===== src/hdl/assert_macros.svh =====
// Assertion macros used by the top level RTL file of the fractional delay allpass block.
`ifndef ASSERT_MACROS_SVH
`define ASSERT_MACROS_SVH

// General clocked property, disabled while reset is high
`define ASSERT_SYNC(label, clk, rst, prop, msg) \
   label: assert property (@(posedge clk) disable iff (rst) (prop)) \
      else $error(msg);

// Clocked implication: when the antecedent holds, the consequent holds too
`define ASSERT_IMPL(label, clk, rst, ante, cons, msg) \
   label: assert property (@(posedge clk) disable iff (rst) (ante) |-> (cons)) \
      else $error(msg);

`endif


===== src/hdl/fdap_pkg.sv =====
// Package: constants, types and helpers of the fractional delay allpass block.
`timescale 1ns / 1ps
`default_nettype none

package fdap_pkg;

   // Delay line geometry
   localparam int LINE_DEPTH = 4096;
   localparam int IDX_W      = $clog2(LINE_DEPTH);

   // Field widths
   localparam int SAMPLE_W  = 16;
   localparam int GAIN_W    = 16;
   localparam int DELAY_W   = 21;
   localparam int FRAC_W    = 8;
   localparam int GAIN_FRAC = 15;

   // Read position arithmetic: span is the line length in fractional samples
   localparam int SPAN   = LINE_DEPTH * (2 ** FRAC_W);
   localparam int SPAN_W = $clog2(SPAN + 1);
   localparam int CALC_W = ((SPAN_W > DELAY_W) ? SPAN_W : DELAY_W) + 1;
   localparam int POS_W  = IDX_W + FRAC_W;

   // Interpolation and gain products
   localparam int INTERP_W     = SAMPLE_W + FRAC_W + 2;
   localparam int INTERP_ROUND = 2 ** (FRAC_W - 1);
   localparam int PROD_W       = GAIN_W + SAMPLE_W;
   localparam int GAIN_ROUND   = 2 ** (GAIN_FRAC - 1);
   localparam int SUM_W        = SAMPLE_W + 2;

   // Configuration port
   localparam int CSR_ADDR_W = 3;
   localparam int CSR_DATA_W = 32;
   localparam logic REG_LOOP_GAIN    = 1'b0;
   localparam logic REG_DELAY_LENGTH = 1'b1;
   localparam logic [GAIN_W-1:0]  LOOP_GAIN_RESET    = GAIN_W'(3277);
   localparam logic [DELAY_W-1:0] DELAY_LENGTH_RESET = DELAY_W'(256);

   // Controller to datapath commands
   typedef struct packed {
      logic clear;
      logic accept;
      logic interp;
      logic gain;
      logic store;
      logic load_out;
   } cmd_type;

   // Datapath to controller status
   typedef struct packed {
      logic clear_last;
   } status_type;

   // Saturate a widened sum to the sample range
   function automatic logic signed [SAMPLE_W-1:0] sat_sample(
      input logic signed [SUM_W-1:0] v);
      logic ovf;
      ovf = (v[SUM_W-1:SAMPLE_W-1] != {(SUM_W-SAMPLE_W+1){1'b0}}) &&
            (v[SUM_W-1:SAMPLE_W-1] != {(SUM_W-SAMPLE_W+1){1'b1}});
      if (ovf) begin
         sat_sample = {v[SUM_W-1], {(SAMPLE_W-1){~v[SUM_W-1]}}};
      end else begin
         sat_sample = v[SAMPLE_W-1:0];
      end
   endfunction

endpackage

`default_nettype wire


===== src/hdl/fdap_csr.sv =====
// Configuration registers behind the APB-style port.
`timescale 1ns / 1ps
`default_nettype none

module fdap_csr (
   input  wire logic                                 clock,
   input  wire logic                                 reset,
   input  wire logic                                 psel,
   input  wire logic                                 penable,
   input  wire logic                                 pwrite,
   input  wire logic [fdap_pkg::CSR_ADDR_W-1:0]      paddr,
   input  wire logic [fdap_pkg::CSR_DATA_W-1:0]      pwdata,
   output logic      [fdap_pkg::CSR_DATA_W-1:0]      prdata,
   output logic                                      pready,
   output logic signed [fdap_pkg::GAIN_W-1:0]        loop_gain,
   output logic      [fdap_pkg::DELAY_W-1:0]         delay_length
);

   logic [fdap_pkg::GAIN_W-1:0]  loop_gain_ff;
   logic [fdap_pkg::DELAY_W-1:0] delay_length_ff;
   logic                         wr_en;

   assign pready = 1'b1;
   assign wr_en  = psel & penable & pwrite & pready;

   // Register writes; the byte offset bits are not decoded
   always_ff @(posedge clock) begin
      if (reset) begin
         loop_gain_ff    <= fdap_pkg::LOOP_GAIN_RESET;
         delay_length_ff <= fdap_pkg::DELAY_LENGTH_RESET;
      end else if (wr_en) begin
         case (paddr[2])
            fdap_pkg::REG_LOOP_GAIN: begin
               loop_gain_ff <= pwdata[fdap_pkg::GAIN_W-1:0];
            end
            fdap_pkg::REG_DELAY_LENGTH: begin
               delay_length_ff <= pwdata[fdap_pkg::DELAY_W-1:0];
            end
            default: begin
            end
         endcase
      end
   end

   // Read back: gain sign-extended, delay zero-extended
   always_comb begin
      case (paddr[2])
         fdap_pkg::REG_LOOP_GAIN: begin
            prdata = {{(fdap_pkg::CSR_DATA_W-fdap_pkg::GAIN_W){loop_gain_ff[fdap_pkg::GAIN_W-1]}},
                      loop_gain_ff};
         end
         fdap_pkg::REG_DELAY_LENGTH: begin
            prdata = {{(fdap_pkg::CSR_DATA_W-fdap_pkg::DELAY_W){1'b0}}, delay_length_ff};
         end
         default: begin
            prdata = '0;
         end
      endcase
   end

   assign loop_gain    = $signed(loop_gain_ff);
   assign delay_length = delay_length_ff;

endmodule

`default_nettype wire


===== config.mk =====
export PLATFORM = sky130hd
export DESIGN_NAME = fdap_csr
export DESIGN_NICKNAME = d
export VERILOG_FILES = /design/src/hdl/assert_macros.svh /design/src/hdl/fdap_pkg.sv /design/src/hdl/fdap_csr.sv
export SDC_FILE = /design/constraint.sdc
export NUM_CORES = 1
export LEC_CHECK = 0
export ABC_AREA = 1
export BUFFER_PORTS_ARGS = -buffer_cell sky130_fd_sc_hd__buf_2
export CORE_MARGIN = 2
export CORE_UTILIZATION = 43
export DETAILED_ROUTE_END_ITERATION = 10
export PLACE_DENSITY = 0.76
export REMOVE_ABC_BUFFERS = 1
export SLEW_MARGIN = 20
export SYNTH_ARGS = -nofsm -noshare
export SYNTH_HDL_FRONTEND = slang
export SYNTH_SLANG_ARGS = --single-unit

===== constraint.sdc =====
create_clock -name clock -period 1.45 [get_ports clock]
set_input_delay 0.2175 -clock clock [delete_from_list [all_inputs] [get_ports clock]]
set_output_delay 0.2175 -clock clock [all_outputs]
set_load 0.005 [all_outputs]

==> flow_summary.yaml <==
worst_setup_path:
  critPathKind: "flip-flop to output port"
  end_kind: "output port"
  critical_path_arrival_ns: 1.12
  cp-start-kind: "flip-flop"
  crit_required_ns: 1.23
  worst-path-max-fanout: 11
placed_design:
  numPortBuffers: 95
  placed_area_mm2: 0.00231
  dp_hpwl_um: 3380
  gp_congestion: 0.764
yosys:
  syn_inst: 294
  synth-seq-cells: 37
  netlist_area_mm2: 0.00186
  yosysSeqAreaShare: 0.398
  synth.distinct_cells: 17
  synth_area_per_cell_um2: 6.33
  ys_warn_count: 0
detailed_routing:
  drc: 0
  vias: 2012
  drtIter0Drc: 82
  wl_um: 4680
  routedWlPerCell_um: 10.8
  via_per_inst: 4.67
  drtAntennaViolNets: 0
  drt-pass1-iter-count: 4
sta:
  layout_min_cycle_time_ns: 1.33
  fin_tns_setup_ns: 0
  finalSetupViolCount: 0
  fin_crit_sh: 0.919
  max_freq_mhz: 750
  rsz0062_at_grt: "false"
  skew_ns: 0
  final_max_slew_viol_count: 0
  whs_ns: 0.161
  hold_viol: 0
clock_tree:
  cts.sinks: 37
  cts.path.max_buffers: 2
  holdBufCountCts: 0
  root_buffer: "clkbuf_8"
  tritoncts: "built"
  post_cts.repair.setup_buffers: 0
  clock_latency_ns: 0.28
  htree_levels: 2
  cts_buffers: 5
  clk_pin_slew_worst_paths_ns: 0.07
finish:
  fillCellCount: 451
  area_growth_pct: 28.6
  num_antenna_cells: 0
  final_nets: 420
  multiInputGateArea_um2: 843
  seqCellArea_um2: 741
  drive_above_1_share: 0.312
  finalInstanceArea_mm2: 0.00239
power:
  p_leak_uw: 0.00142
  p_per_area_mw_per_mm2: 872
  irDropWorstVdd_mv: 0.467
global_routing:
  grt_max_degree: 23
  overflow: 0
  grt_pass1_wl_um: 7980
  grt_pass1_vias: 1828
  antenna_found_initial: 0
  grtUsageTotal: 0.196
die:
  num_io_pins: 110
  fp.dieW_um: 69.8
  coreArea_mm2: 0.00409
  dieArea_mm2: 0.00487
  rows: 23
  initial_core_util: 0.456
  die_y_um: 69.8
outcome:
  status: "complete, no violations"
min_path:
  hold_class: "input pin to flip-flop"
run:
  cap_violations: 0
critical path, cell delays in order (launching register included):
cell and delay [ns]:
dfxtp_1 0.36, nand2_1 0.18, inv_2 0.16, buf_2 0.13
report_power, final:
part	leakage (uW)	internal (uW)	switching, uW
Combinational	0.00108	144	183
Sequential	0.000301	1050	25.8
Clock	0.0000395	342	340
Total	0.00142	1540	548
metal layers:
| layer | track usage | wire, um | part of all wire | vias to the layer above |
|---|---|---|---|---|
| li1 | - | - | - | 1040 |
| met1 | 0.239 | 2090 | 0.45 | 887 |
| met2 | 0.345 | 2150 | 0.46 | 80 |
| met3 | 0.0523 | 401 | 0.086 | 5 |
| met4 | 0.0449 | 32 | 0.0068 | 0 |
| met5 | 0 | 0 | 0 | - |
final timing paths:
kind / start / end / slack, ns / depth (start not counted)
setup reg to reg: loop_gain[5] / loop_gain[5] / 0.85 / 2
hold / removal: pwdata[0] / loop_gain[0] / 0.16 / 3
setup / recovery: loop_gain[15] / prdata[21] / 0.12 / 3
hold reg to reg: loop_gain[11] / loop_gain[11] / 0.49 / 2
sequential cells by signal, summed over array words and instances, names as in the netlist:
register and flops:
delay_length 21, loop_gain 16
cell usage after synthesis:
cell type    n  area (um^2)
nand2_1    103          387
nor2_1      59          221
dfxtp_1     37          741
nand3_1     37          185
inv_1       23         86.3
buf_4       14          105
buf_2        6         30.0
buf_6        3         33.8
buf_1        2         7.51
clkbuf_1     2         7.51
nor2_4       2         22.5
conb_1       1         3.75
inv_2        1         3.75
inv_4        1         6.26
nand2_2      1         6.26
nand3_2      1         10.0
o21ai_0      1         5.00
layout by cell type (no fill, tap or decap):
cell type,n
nor2_1,58
dfxtp_1,37
buf_2,95
nand2_1,103
buf_12,1
inv_2,2
o21ai_0,1
inv_4,1
buf_4,10
clkbuf_1,3
nand3_2,1
nor2_4,2
nor2_2,1
nand2_2,1
clkbuf_8,5
inv_1,22
nand3_1,37
conb_1,1
kinds of logic after synthesis:
group,count (synthesis),share of synthesized area
and+or+nand+nor,203,0.447
buffers and inverters,52,0.151
DFF,37,0.398
AOI/OAI and AO/OA,1,0.00269
other,1,0.00201
final cells by class:
type                    count  share of cell area
multi-input cells         205               0.352
flip-flops and latches     37               0.309
repair buffers            106               0.238
inverters                  25              0.0403
clock buffers               8              0.0335
well taps                  50              0.0261
stage by stage:
| step | total power [uW] | worst slack [ns] | util | cells |
|---|---|---|---|---|
| after floorplan | 1250 | -0.239 | - | 267 |
| after global routing | 2190 | 0.0139 | 0.586 | 431 |
| after CTS | 2110 | 0.0304 | 0.586 | 431 |
| after detailed placement | 1430 | 0.218 | 0.566 | 423 |
| final | 2090 | 0.117 | 0.586 | 431 |
| after global placement | 1420 | 0.233 | 0.566 | 423 |
what timing repair did:
item / CTS / global route
endpoints found under the setup margin: 0 / 11
resized for setup: 0 / 1
hold endpoints to repair: 0 / 0
(Power assumes the default switching activity.)
