==> src/hdl/assert_macros.svh <==
// Assertion macros used by the top level RTL file of the fractional delay allpass block.
`ifndef ASSERT_MACROS_SVH
`define ASSERT_MACROS_SVH

// General clocked property, disabled while reset is high
`define ASSERT_SYNC(label, clk, rst, prop, msg) \
   label: assert property (@(posedge clk) disable iff (rst) (prop)) \
      else $error(msg);

// Clocked implication: when the antecedent holds, the consequent holds too
`define ASSERT_IMPL(label, clk, rst, ante, cons, msg) \
   label: assert property (@(posedge clk) disable iff (rst) (ante) |-> (cons)) \
      else $error(msg);

`endif

==> src/hdl/fdap_pkg.sv <==
// Package: constants, types and helpers of the fractional delay allpass block.
`timescale 1ns / 1ps
`default_nettype none

package fdap_pkg;

   // Delay line geometry
   localparam int LINE_DEPTH = 4096;
   localparam int IDX_W      = $clog2(LINE_DEPTH);

   // Field widths
   localparam int SAMPLE_W  = 16;
   localparam int GAIN_W    = 16;
   localparam int DELAY_W   = 21;
   localparam int FRAC_W    = 8;
   localparam int GAIN_FRAC = 15;

   // Read position arithmetic: span is the line length in fractional samples
   localparam int SPAN   = LINE_DEPTH * (2 ** FRAC_W);
   localparam int SPAN_W = $clog2(SPAN + 1);
   localparam int CALC_W = ((SPAN_W > DELAY_W) ? SPAN_W : DELAY_W) + 1;
   localparam int POS_W  = IDX_W + FRAC_W;

   // Interpolation and gain products
   localparam int INTERP_W     = SAMPLE_W + FRAC_W + 2;
   localparam int INTERP_ROUND = 2 ** (FRAC_W - 1);
   localparam int PROD_W       = GAIN_W + SAMPLE_W;
   localparam int GAIN_ROUND   = 2 ** (GAIN_FRAC - 1);
   localparam int SUM_W        = SAMPLE_W + 2;

   // Configuration port
   localparam int CSR_ADDR_W = 3;
   localparam int CSR_DATA_W = 32;
   localparam logic REG_LOOP_GAIN    = 1'b0;
   localparam logic REG_DELAY_LENGTH = 1'b1;
   localparam logic [GAIN_W-1:0]  LOOP_GAIN_RESET    = GAIN_W'(3277);
   localparam logic [DELAY_W-1:0] DELAY_LENGTH_RESET = DELAY_W'(256);

   // Controller to datapath commands
   typedef struct packed {
      logic clear;
      logic accept;
      logic interp;
      logic gain;
      logic store;
      logic load_out;
   } cmd_type;

   // Datapath to controller status
   typedef struct packed {
      logic clear_last;
   } status_type;

   // Saturate a widened sum to the sample range
   function automatic logic signed [SAMPLE_W-1:0] sat_sample(
      input logic signed [SUM_W-1:0] v);
      logic ovf;
      ovf = (v[SUM_W-1:SAMPLE_W-1] != {(SUM_W-SAMPLE_W+1){1'b0}}) &&
            (v[SUM_W-1:SAMPLE_W-1] != {(SUM_W-SAMPLE_W+1){1'b1}});
      if (ovf) begin
         sat_sample = {v[SUM_W-1], {(SAMPLE_W-1){~v[SUM_W-1]}}};
      end else begin
         sat_sample = v[SAMPLE_W-1:0];
      end
   endfunction

endpackage

`default_nettype wire

==> src/hdl/fdap_datapath.sv <==
// Datapath: read position, interpolation, shared gain multiplier, delay line access.
`timescale 1ns / 1ps
`default_nettype none

module fdap_datapath (
   input  wire logic                                  clock,
   input  wire logic                                  reset,
   input  wire fdap_pkg::cmd_type                     cmd,
   output fdap_pkg::status_type                       status,
   input  wire logic signed [fdap_pkg::GAIN_W-1:0]    loop_gain,
   input  wire logic [fdap_pkg::DELAY_W-1:0]          delay_length,
   input  wire logic signed [fdap_pkg::SAMPLE_W-1:0]  sample_in,
   output logic signed [fdap_pkg::SAMPLE_W-1:0]       sample_out,
   output logic                                       ram_we,
   output logic [fdap_pkg::IDX_W-1:0]                 ram_waddr,
   output logic [fdap_pkg::SAMPLE_W-1:0]              ram_wdata,
   output logic [fdap_pkg::IDX_W-1:0]                 ram_raddr_a,
   output logic [fdap_pkg::IDX_W-1:0]                 ram_raddr_b,
   input  wire logic [fdap_pkg::SAMPLE_W-1:0]         ram_rdata_a,
   input  wire logic [fdap_pkg::SAMPLE_W-1:0]         ram_rdata_b
);

   localparam int IW = fdap_pkg::IDX_W;
   localparam int SW = fdap_pkg::SAMPLE_W;
   localparam int CW = fdap_pkg::CALC_W;
   localparam int PW = fdap_pkg::POS_W;
   localparam int FW = fdap_pkg::FRAC_W;
   localparam int NW = fdap_pkg::INTERP_W;
   localparam int MW = fdap_pkg::PROD_W;
   localparam int UW = fdap_pkg::SUM_W;
   localparam logic [IW-1:0] LAST_IDX = IW'(fdap_pkg::LINE_DEPTH - 1);

   // Control state
   logic [IW-1:0] wr_ff;
   logic [IW-1:0] wr_in;
   logic [IW-1:0] clear_cnt_ff;

   // Payload registers
   logic signed [SW-1:0] x_ff;
   logic [IW-1:0]        i1_ff;
   logic [IW-1:0]        i2_ff;
   logic [FW-1:0]        frac_ff;
   logic signed [SW-1:0] d_ff;
   logic signed [SW-1:0] v_ff;
   logic signed [SW-1:0] out_ff;

   // Read position
   logic [CW-1:0] dly_ext;
   logic [CW-1:0] span_ext;
   logic [CW-1:0] dly_cl;
   logic [CW-1:0] wpos;
   logic [CW-1:0] pos_full;
   logic [PW-1:0] pos;
   logic [IW-1:0] i1_in;
   logic [IW-1:0] i2_in;

   // Interpolation
   logic signed [NW-1:0] cur_ext;
   logic signed [NW-1:0] diff;
   logic signed [NW-1:0] frac_ext;
   logic signed [NW-1:0] interp_prod;
   logic signed [NW-1:0] interp_sum;
   logic signed [SW-1:0] d_in;

   // Shared gain multiplier
   logic signed [SW-1:0] mul_b;
   logic signed [MW-1:0] gain_prod;
   logic signed [MW-1:0] gain_rnd;
   logic signed [UW-1:0] gain_q;
   logic signed [UW-1:0] acc_a;
   logic signed [UW-1:0] acc_sum;
   logic signed [SW-1:0] acc_sat;

   // Delay clamped to the line length, kept up to date every cycle
   assign dly_ext  = CW'(delay_length);
   assign span_ext = CW'(fdap_pkg::SPAN);
   assign dly_cl   = (dly_ext > span_ext) ? span_ext : dly_ext;

   // Write index advances before use
   assign wr_in = (wr_ff == LAST_IDX) ? '0 : wr_ff + IW'(1);

   // Read position = advanced write index minus delay, wrapped into the line
   assign wpos     = CW'({wr_in, {FW{1'b0}}});
   assign pos_full = (wpos < dly_cl) ? (wpos - dly_cl + span_ext) : (wpos - dly_cl);
   assign pos      = pos_full[PW-1:0];
   assign i1_in    = pos[PW-1:FW];
   assign i2_in    = (i1_in == LAST_IDX) ? '0 : i1_in + IW'(1);

   // d = round(cur + (next - cur) * frac / 256)
   assign cur_ext     = NW'($signed(ram_rdata_a));
   assign diff        = NW'($signed(ram_rdata_b)) - cur_ext;
   assign frac_ext    = NW'($signed({1'b0, frac_ff}));
   assign interp_prod = diff * frac_ext;
   assign interp_sum  = (cur_ext <<< FW) + interp_prod + NW'(fdap_pkg::INTERP_ROUND);
   assign d_in        = interp_sum[SW+FW-1:FW];

   // Gain step: stored value in the gain state, output in the store state
   assign mul_b     = cmd.store ? v_ff : d_ff;
   assign gain_prod = MW'(loop_gain) * MW'(mul_b);
   assign gain_rnd  = gain_prod + MW'(fdap_pkg::GAIN_ROUND);
   assign gain_q    = UW'($signed(gain_rnd[MW-1:fdap_pkg::GAIN_FRAC]));
   assign acc_a     = cmd.store ? UW'(d_ff) : UW'(x_ff);
   assign acc_sum   = cmd.store ? (acc_a - gain_q) : (acc_a + gain_q);
   assign acc_sat   = fdap_pkg::sat_sample(acc_sum);

   // Control registers
   always_ff @(posedge clock) begin
      if (reset) begin
         wr_ff        <= '0;
         clear_cnt_ff <= '0;
      end else begin
         if (cmd.accept) begin
            wr_ff <= wr_in;
         end
         if (cmd.clear) begin
            clear_cnt_ff <= (clear_cnt_ff == LAST_IDX) ? '0 : clear_cnt_ff + IW'(1);
         end
      end
   end

   // Payload registers
   always_ff @(posedge clock) begin
      if (cmd.accept) begin
         x_ff    <= sample_in;
         i1_ff   <= i1_in;
         i2_ff   <= i2_in;
         frac_ff <= pos[FW-1:0];
      end
      if (cmd.interp) begin
         d_ff <= d_in;
      end
      if (cmd.gain) begin
         v_ff <= acc_sat;
      end
      if (cmd.load_out) begin
         out_ff <= acc_sat;
      end
   end

   // Delay line access: zero fill during the clearing pass, else the stored value
   assign ram_we      = cmd.clear | cmd.store;
   assign ram_waddr   = cmd.clear ? clear_cnt_ff : wr_ff;
   assign ram_wdata   = cmd.clear ? '0 : v_ff;
   assign ram_raddr_a = i1_ff;
   assign ram_raddr_b = i2_ff;

   assign status.clear_last = (clear_cnt_ff == LAST_IDX);
   assign sample_out        = out_ff;

endmodule

`default_nettype wire

==> config.mk <==
export PLATFORM = sky130hd
export DESIGN_NAME = fdap_datapath
export DESIGN_NICKNAME = d
export VERILOG_FILES = /design/src/hdl/assert_macros.svh /design/src/hdl/fdap_pkg.sv /design/src/hdl/fdap_datapath.sv
export SDC_FILE = /design/constraint.sdc
export NUM_CORES = 1
export LEC_CHECK = 0
export BUFFER_PORTS_ARGS = -buffer_cell sky130_fd_sc_hd__buf_4
export CAP_MARGIN = 10
export CORE_ASPECT_RATIO = 1.1
export CORE_MARGIN = 2
export CORE_UTILIZATION = 25
export DETAILED_ROUTE_END_ITERATION = 16
export GPL_TIMING_DRIVEN = 0
export PLACE_DENSITY = 0.4
export SYNTH_ARGS = -nofsm -noshare
export SYNTH_HDL_FRONTEND = slang
export SYNTH_SLANG_ARGS = --single-unit
==> constraint.sdc <==
create_clock -name clock -period 24.2 [get_ports clock]
set_clock_uncertainty 0.2 [all_clocks]
set_input_delay 4.84 -clock clock [delete_from_list [all_inputs] [get_ports clock]]
set_output_delay 4.84 -clock clock [all_outputs]
set_load 0.01 [all_outputs]
==> flow_summary_export.csv, run 1 <==
group,metric,value,unit
status,outcome,"completed",
clock_tree,insertion_delay,0.43,ns
clock_tree,ctsResizeCount,0,
yosys,syn_area_per_cell,9.33,µm²
worst_setup_path,crit_top_cell,"fa_1",
yosys,synth-seq-cells,120,
yosys,netlist_instances,2420,
yosys,seq_area_frac_synth,14.9,%
yosys,yosysWarnings,0,
route,wl_per_cell,18.2,µm
timing,min_period,16.76,ns
layout,fill_cells,9590,
route,firstDrtPassIters,5,
grt,grt_pass1_wl,110000,µm
timing,slew_violations,0,
worst_setup_path,worstPathRequired,24.17,ns
worst_setup_path,cpPeakStageDelay,1.06,ns
route,drt_iter0_drc,754,
place,place.port_buffers,158,
timing,finalHoldViolCount,0,
clock_tree,cts_tree,"yes",
yosys,yosys.area.top_type,"fa_1",
floorplanning,die-area,0.0928,mm²
layout,multiInputGateArea,0.0171,mm²
clock_tree,numCtsBuffers,17,
clock_tree,hold_buffers,0,
clock_tree,clk_pin_slew_worst_paths,0.06,ns
floorplanning,initial_core_util,25.2,%
worst_setup_path,cp_top_family,"adder cells",
clock_tree,cts.sinks,120,
worst_hold_path,hold_class,"flop to flop",
worst_setup_path,startpoint_type,"input pin",
run,drv_cap,0,
layout,area_growth,14.4,%
yosys,synth_common_cells,"inv_1 (475), fa_1 (382), nand2_1 (231)",
floorplanning,io_pins,163,
yosys,synthArstFlopShare,0,%
timing,setup_viol,0,
route,ant_nets,0,
yosys,syn-num-nets,3064,
timing,relSlewSlack,16.3,%
yosys,yosysUniqueCellTypes,76,
worst_setup_path,critical_path_buf_inv_count,7,
timing,tightest_slew,1.22,ns
yosys,synth.area.top_cells,"fa_1 (34%), edfxtp_1 (13%), ha_1 (9.4%), inv_1 (7.9%), and2_1 (3.9%)",
yosys,syn_area,0.0226,mm²
worst_setup_path,critPathKind,"input pin to flop",
timing,fin_tns_setup,0,ns
place,globalplace.congestion,0.868,
floorplanning,coreArea,0.0895,mm²
timing,finalCritPeriodShare,69.3,%
timing,rsz0062_at_grt,"false",
clock_tree,postCtsSetupBuffers,0,
clock_tree,clock-root-buffer,"clkbuf_16",
place,dp_hpwl,59800,µm
floorplanning,rows,115,
grt,grt.overflow.total,0,
timing,fmax,0.0597,GHz
route,drt-total-wl,69000,µm
route,vias,16867,
route,via_per_inst,4.46,
worst_setup_path,arrival,16.73,ns
grt,grt_pass1_vias,18637,
clock_tree,clockBufferDepth,2,
layout,finalNetCount,3241,
worst_setup_path,cp-end-kind,"flop",
floorplanning,die_x,291,µm
route,drc,0,
layout,layout-drive-gt1-share,9.81,%
worst_setup_path,critPathSlowestCell,"mux2i_1",
grt,grt_max_degree,53,
yosys,yosysMostFrequentCell,"inv_1",
floorplanning,die_y,319,µm
yosys,synth_ff_type,"edfxtp_1",
worst_setup_path,crit_fanout,10,
grt,antenna_found_initial,3,
clock_tree,h-tree-depth,4,
yosys,netlist.area_leader.share,33.9,%
grt,grt_usage,15.3,%
layout,regArea,0.00336,mm²
yosys,synth_edf_count,96,
[worst register-to-register path, delay by kind of cell (launching register included)]
family | cells | cell delay (ns)
adders and majority gates | 8 | 3.64
buffers and inverters | 7 | 1.30
xor gates and xnor gates | 1 | 0.40
and+or+nand+nor | 9 | 1.32
muxes | 1 | 0.88
DFF | 1 | 0.40
AOI/OAI and AO/OA | 11 | 3.16
[layout by cell type (no fill, tap or decap), types with 37 or more instances in the layout]
cell type / count
mux2_2: 37
and2_1: 141
xor2_1: 51
ha_1: 169
buf_4: 158
nand2_1: 231
inv_1: 475
xnor2_1: 74
a21oi_1: 78
edfxtp_1: 96
fa_1: 382
nor2b_1: 88
o21ai_0: 46
clkbuf_1: 69
nor2_1: 108
[registers in the layout (all words and copies together) (netlist names)]
name	flops
clear_cnt_ff	12
d_ff	16
frac_ff	8
ram_raddr_a	12
ram_raddr_b	12
sample_out	16
v_ff	16
wr_ff	12
x_ff	16
[final timing paths]
check / start / end / slack [ns] / cells past startpoint
setup / recovery: cmd[1] / v_ff[7] / 7.44 / 37
hold / removal: clear_cnt_ff[1] / clear_cnt_ff[1] / 0.32 / 2
setup reg to reg: v_ff[5] / sample_out[7] / 12.64 / 37
hold reg to reg: clear_cnt_ff[1] / clear_cnt_ff[1] / 0.32 / 2
[cell type report]
cell class                      instances  area share (%)
Clock buffer                           17            1.65
Sequential cell                       120            13.0
Multi-Input combinational cell       1749            66.3
Clock inverter                         15           0.688
Antenna cell                            1         0.00968
Tap cell                             1170            5.66
Buffer                                 76            1.19
Inverter                              475            6.90
Timing Repair Buffer                  158            4.59
[routing by layer]
layer	share of wire [%]	global-route usage, %
met2	51	27.8
met5	0	0
met4	1.3	2.91
met3	2.8	1.25
met1	45	20.0
[metrics by stage]
stage	utilization [%]	hold WS, ns	worst slack [ns]	std cells	area, µm²
floorplan	-	0.273	9.67	2420	22600
global placement	28.2	0.293	6.95	3748	25200
detailed placement	28.2	0.304	6.89	3748	25200
CTS	28.9	0.313	7.29	3780	25800
global route	28.9	0.331	6.75	3781	25800
finish	28.9	0.317	7.44	3781	25800
[cell families (layout without fill, tap and decap cells)]
family / Yosys count / after routing / synth area share, %
buffers and inverters: 551 / 741 / 9.26
xor gates and xnor gates: 125 / 125 / 4.85
other: 0 / 1 / 0
AOI/OAI and AO/OA: 269 / 269 / 8.13
DFF: 120 / 120 / 14.9
muxes: 52 / 52 / 2.59
and+or+nand+nor: 752 / 752 / 17.1
adders and majority gates: 551 / 551 / 43.2
Power of run 1 is left out: the tool's default activity adds up to more than one toggle a clock period on the data nets, which glitch-free logic cannot reach.
==> run 2: changes to the inputs <==
Settings changed: PLACE_DENSITY 0.4 to 0.41.
Clock period 24.2 ns to 15 ns, I/O delays scaled along.
==> flow_summary_export.csv, run 2 (same netlist as run 1, synthesis figures left out) <==
group,metric,value,unit
status,outcome,"completed",
grt,grt_pass1_wl,109000,µm
timing,relSlewSlack,18.0,%
worst_setup_path,startpoint_type,"input pin",
worst_setup_path,critPathKind,"input pin to flop",
clock_tree,clk_pin_slew_worst_paths,0.06,ns
timing,fmax,0.0721,GHz
grt,grt_use_met3,1.88,%
grt,grt_max_degree,53,
route,vias,16852,
layout,final_common_cell,"inv_1",
floorplanning,die_x,291,µm
clock_tree,cts.sinks,120,
timing,min_period,13.88,ns
worst_setup_path,arrival,13.95,ns
worst_setup_path,cp-end-kind,"flop",
timing,rsz0062_at_grt,"false",
timing,finalCritPeriodShare,92.5,%
worst_setup_path,cpPeakStageDelay,0.70,ns
layout,final_cell_mix,"inv_1 (475), fa_1 (382), nand2_1 (231)",
layout,layout-drive-gt1-share,9.89,%
layout,finalNetCount,3240,
timing,slew_violations,0,
place,place.port_buffers,158,
route,drc,0,
worst_setup_path,crit_top_cell,"fa_1",
timing,finalHoldViolCount,0,
worst_setup_path,cp_top_family,"adder cells",
floorplanning,initial_core_util,25.2,%
clock_tree,numCtsBuffers,17,
clock_tree,h-tree-depth,4,
worst_setup_path,critical_path_buf_inv_count,6,
timing,tightest_slew,1.20,ns
grt,grt.overflow.total,0,
grt,grt_pass1_vias,18616,
floorplanning,die-area,0.0928,mm²
worst_setup_path,crit_fanout,14,
route,drt-total-wl,69200,µm
clock_tree,insertion_delay,0.45,ns
grt,grt_usage,15.4,%
clock_tree,clock-root-buffer,"clkbuf_16",
layout,fin_cells,3785,
run,drv_cap,0,
route,drt_iter0_drc,688,
grt,busiest_layer,"met2",
floorplanning,io_pins,163,
timing,setup_viol,0,
place,dp_hpwl,59700,µm
layout,area_growth,14.4,%
worst_setup_path,critPathSlowestCell,"mux2i_2",
clock_tree,clockBufferDepth,2,
place,globalplace.congestion,0.869,
place,place_inst,3748,
route,ant_nets,0,
floorplanning,coreArea,0.0895,mm²
grt,use_met2,27.1,%
grt,antenna_found_initial,8,
route,firstDrtPassIters,5,
route,via_per_inst,4.45,
floorplanning,die_y,319,µm
worst_setup_path,worstPathRequired,15.07,ns
clock_tree,hold_buffers,0,
route,wl_per_cell,18.3,µm
clock_tree,cts_tree,"yes",
worst_hold_path,hold_class,"flop to flop",
floorplanning,rows,115,
grt,grt_use_met1,19.7,%
==> run 2: stage by stage <==
step	setup slack, ns	area, µm²	TNS, ns	hold WS (ns)	util [%]
2_1_floorplan	2.31	22600	0	0.273	-
3_3_place_gp	-0.393	25200	-8.98	0.292	28.2
3_5_place_dp	-0.427	25200	-10.16	0.304	28.2
4_1_cts	0.0661	25800	0	0.313	28.8
5_1_grt	0.468	25800	0	0.343	28.9
6_report	1.12	25800	0	0.310	28.9
==> run 2: final timing paths <==
check | from | end | slack (ns) | cells after the start
max | cmd[1] | v_ff[8] | 1.12 | 36
min | clear_cnt_ff[1] | clear_cnt_ff[1] | 0.31 | 2
max reg2reg | v_ff[6] | v_ff[8] | 3.61 | 37
min reg2reg | clear_cnt_ff[1] | clear_cnt_ff[1] | 0.31 | 2
==> run 2: worst min-delay path, stage by stage, from the launching register on <==
cell and delay, ns:
dfxtp_1 0.34, nand2b_1 0.07, a21oi_1 0.05
==> run 2: cell type report <==
cell class / count / area, µm²
Fill cell: 9614 / 63700
Multi-Input combinational cell: 1749 / 17100
Sequential cell: 120 / 3360
Inverter: 475 / 1780
Tap cell: 1170 / 1460
Timing Repair Buffer: 158 / 1190
Clock buffer: 17 / 425
Buffer: 75 / 304
Clock inverter: 15 / 155
Antenna cell: 6 / 15.0
==> run 2: timing repair <==
| item | 4_1_cts | 5_1_grt |
|---|---|---|
| endpoints found under the setup margin | 0 | 30 |
| buffers inserted | 0 | 0 |
| resized for setup | 0 | 2 |
==> run 2: metal layers <==
metal	vias up	part of all wire, %
li1	8009	-
met1	8446	45
met2	325	49
met3	70	3.5
met4	2	2.5
met5	-	0.012
Power of run 2 is left out for the same reason.
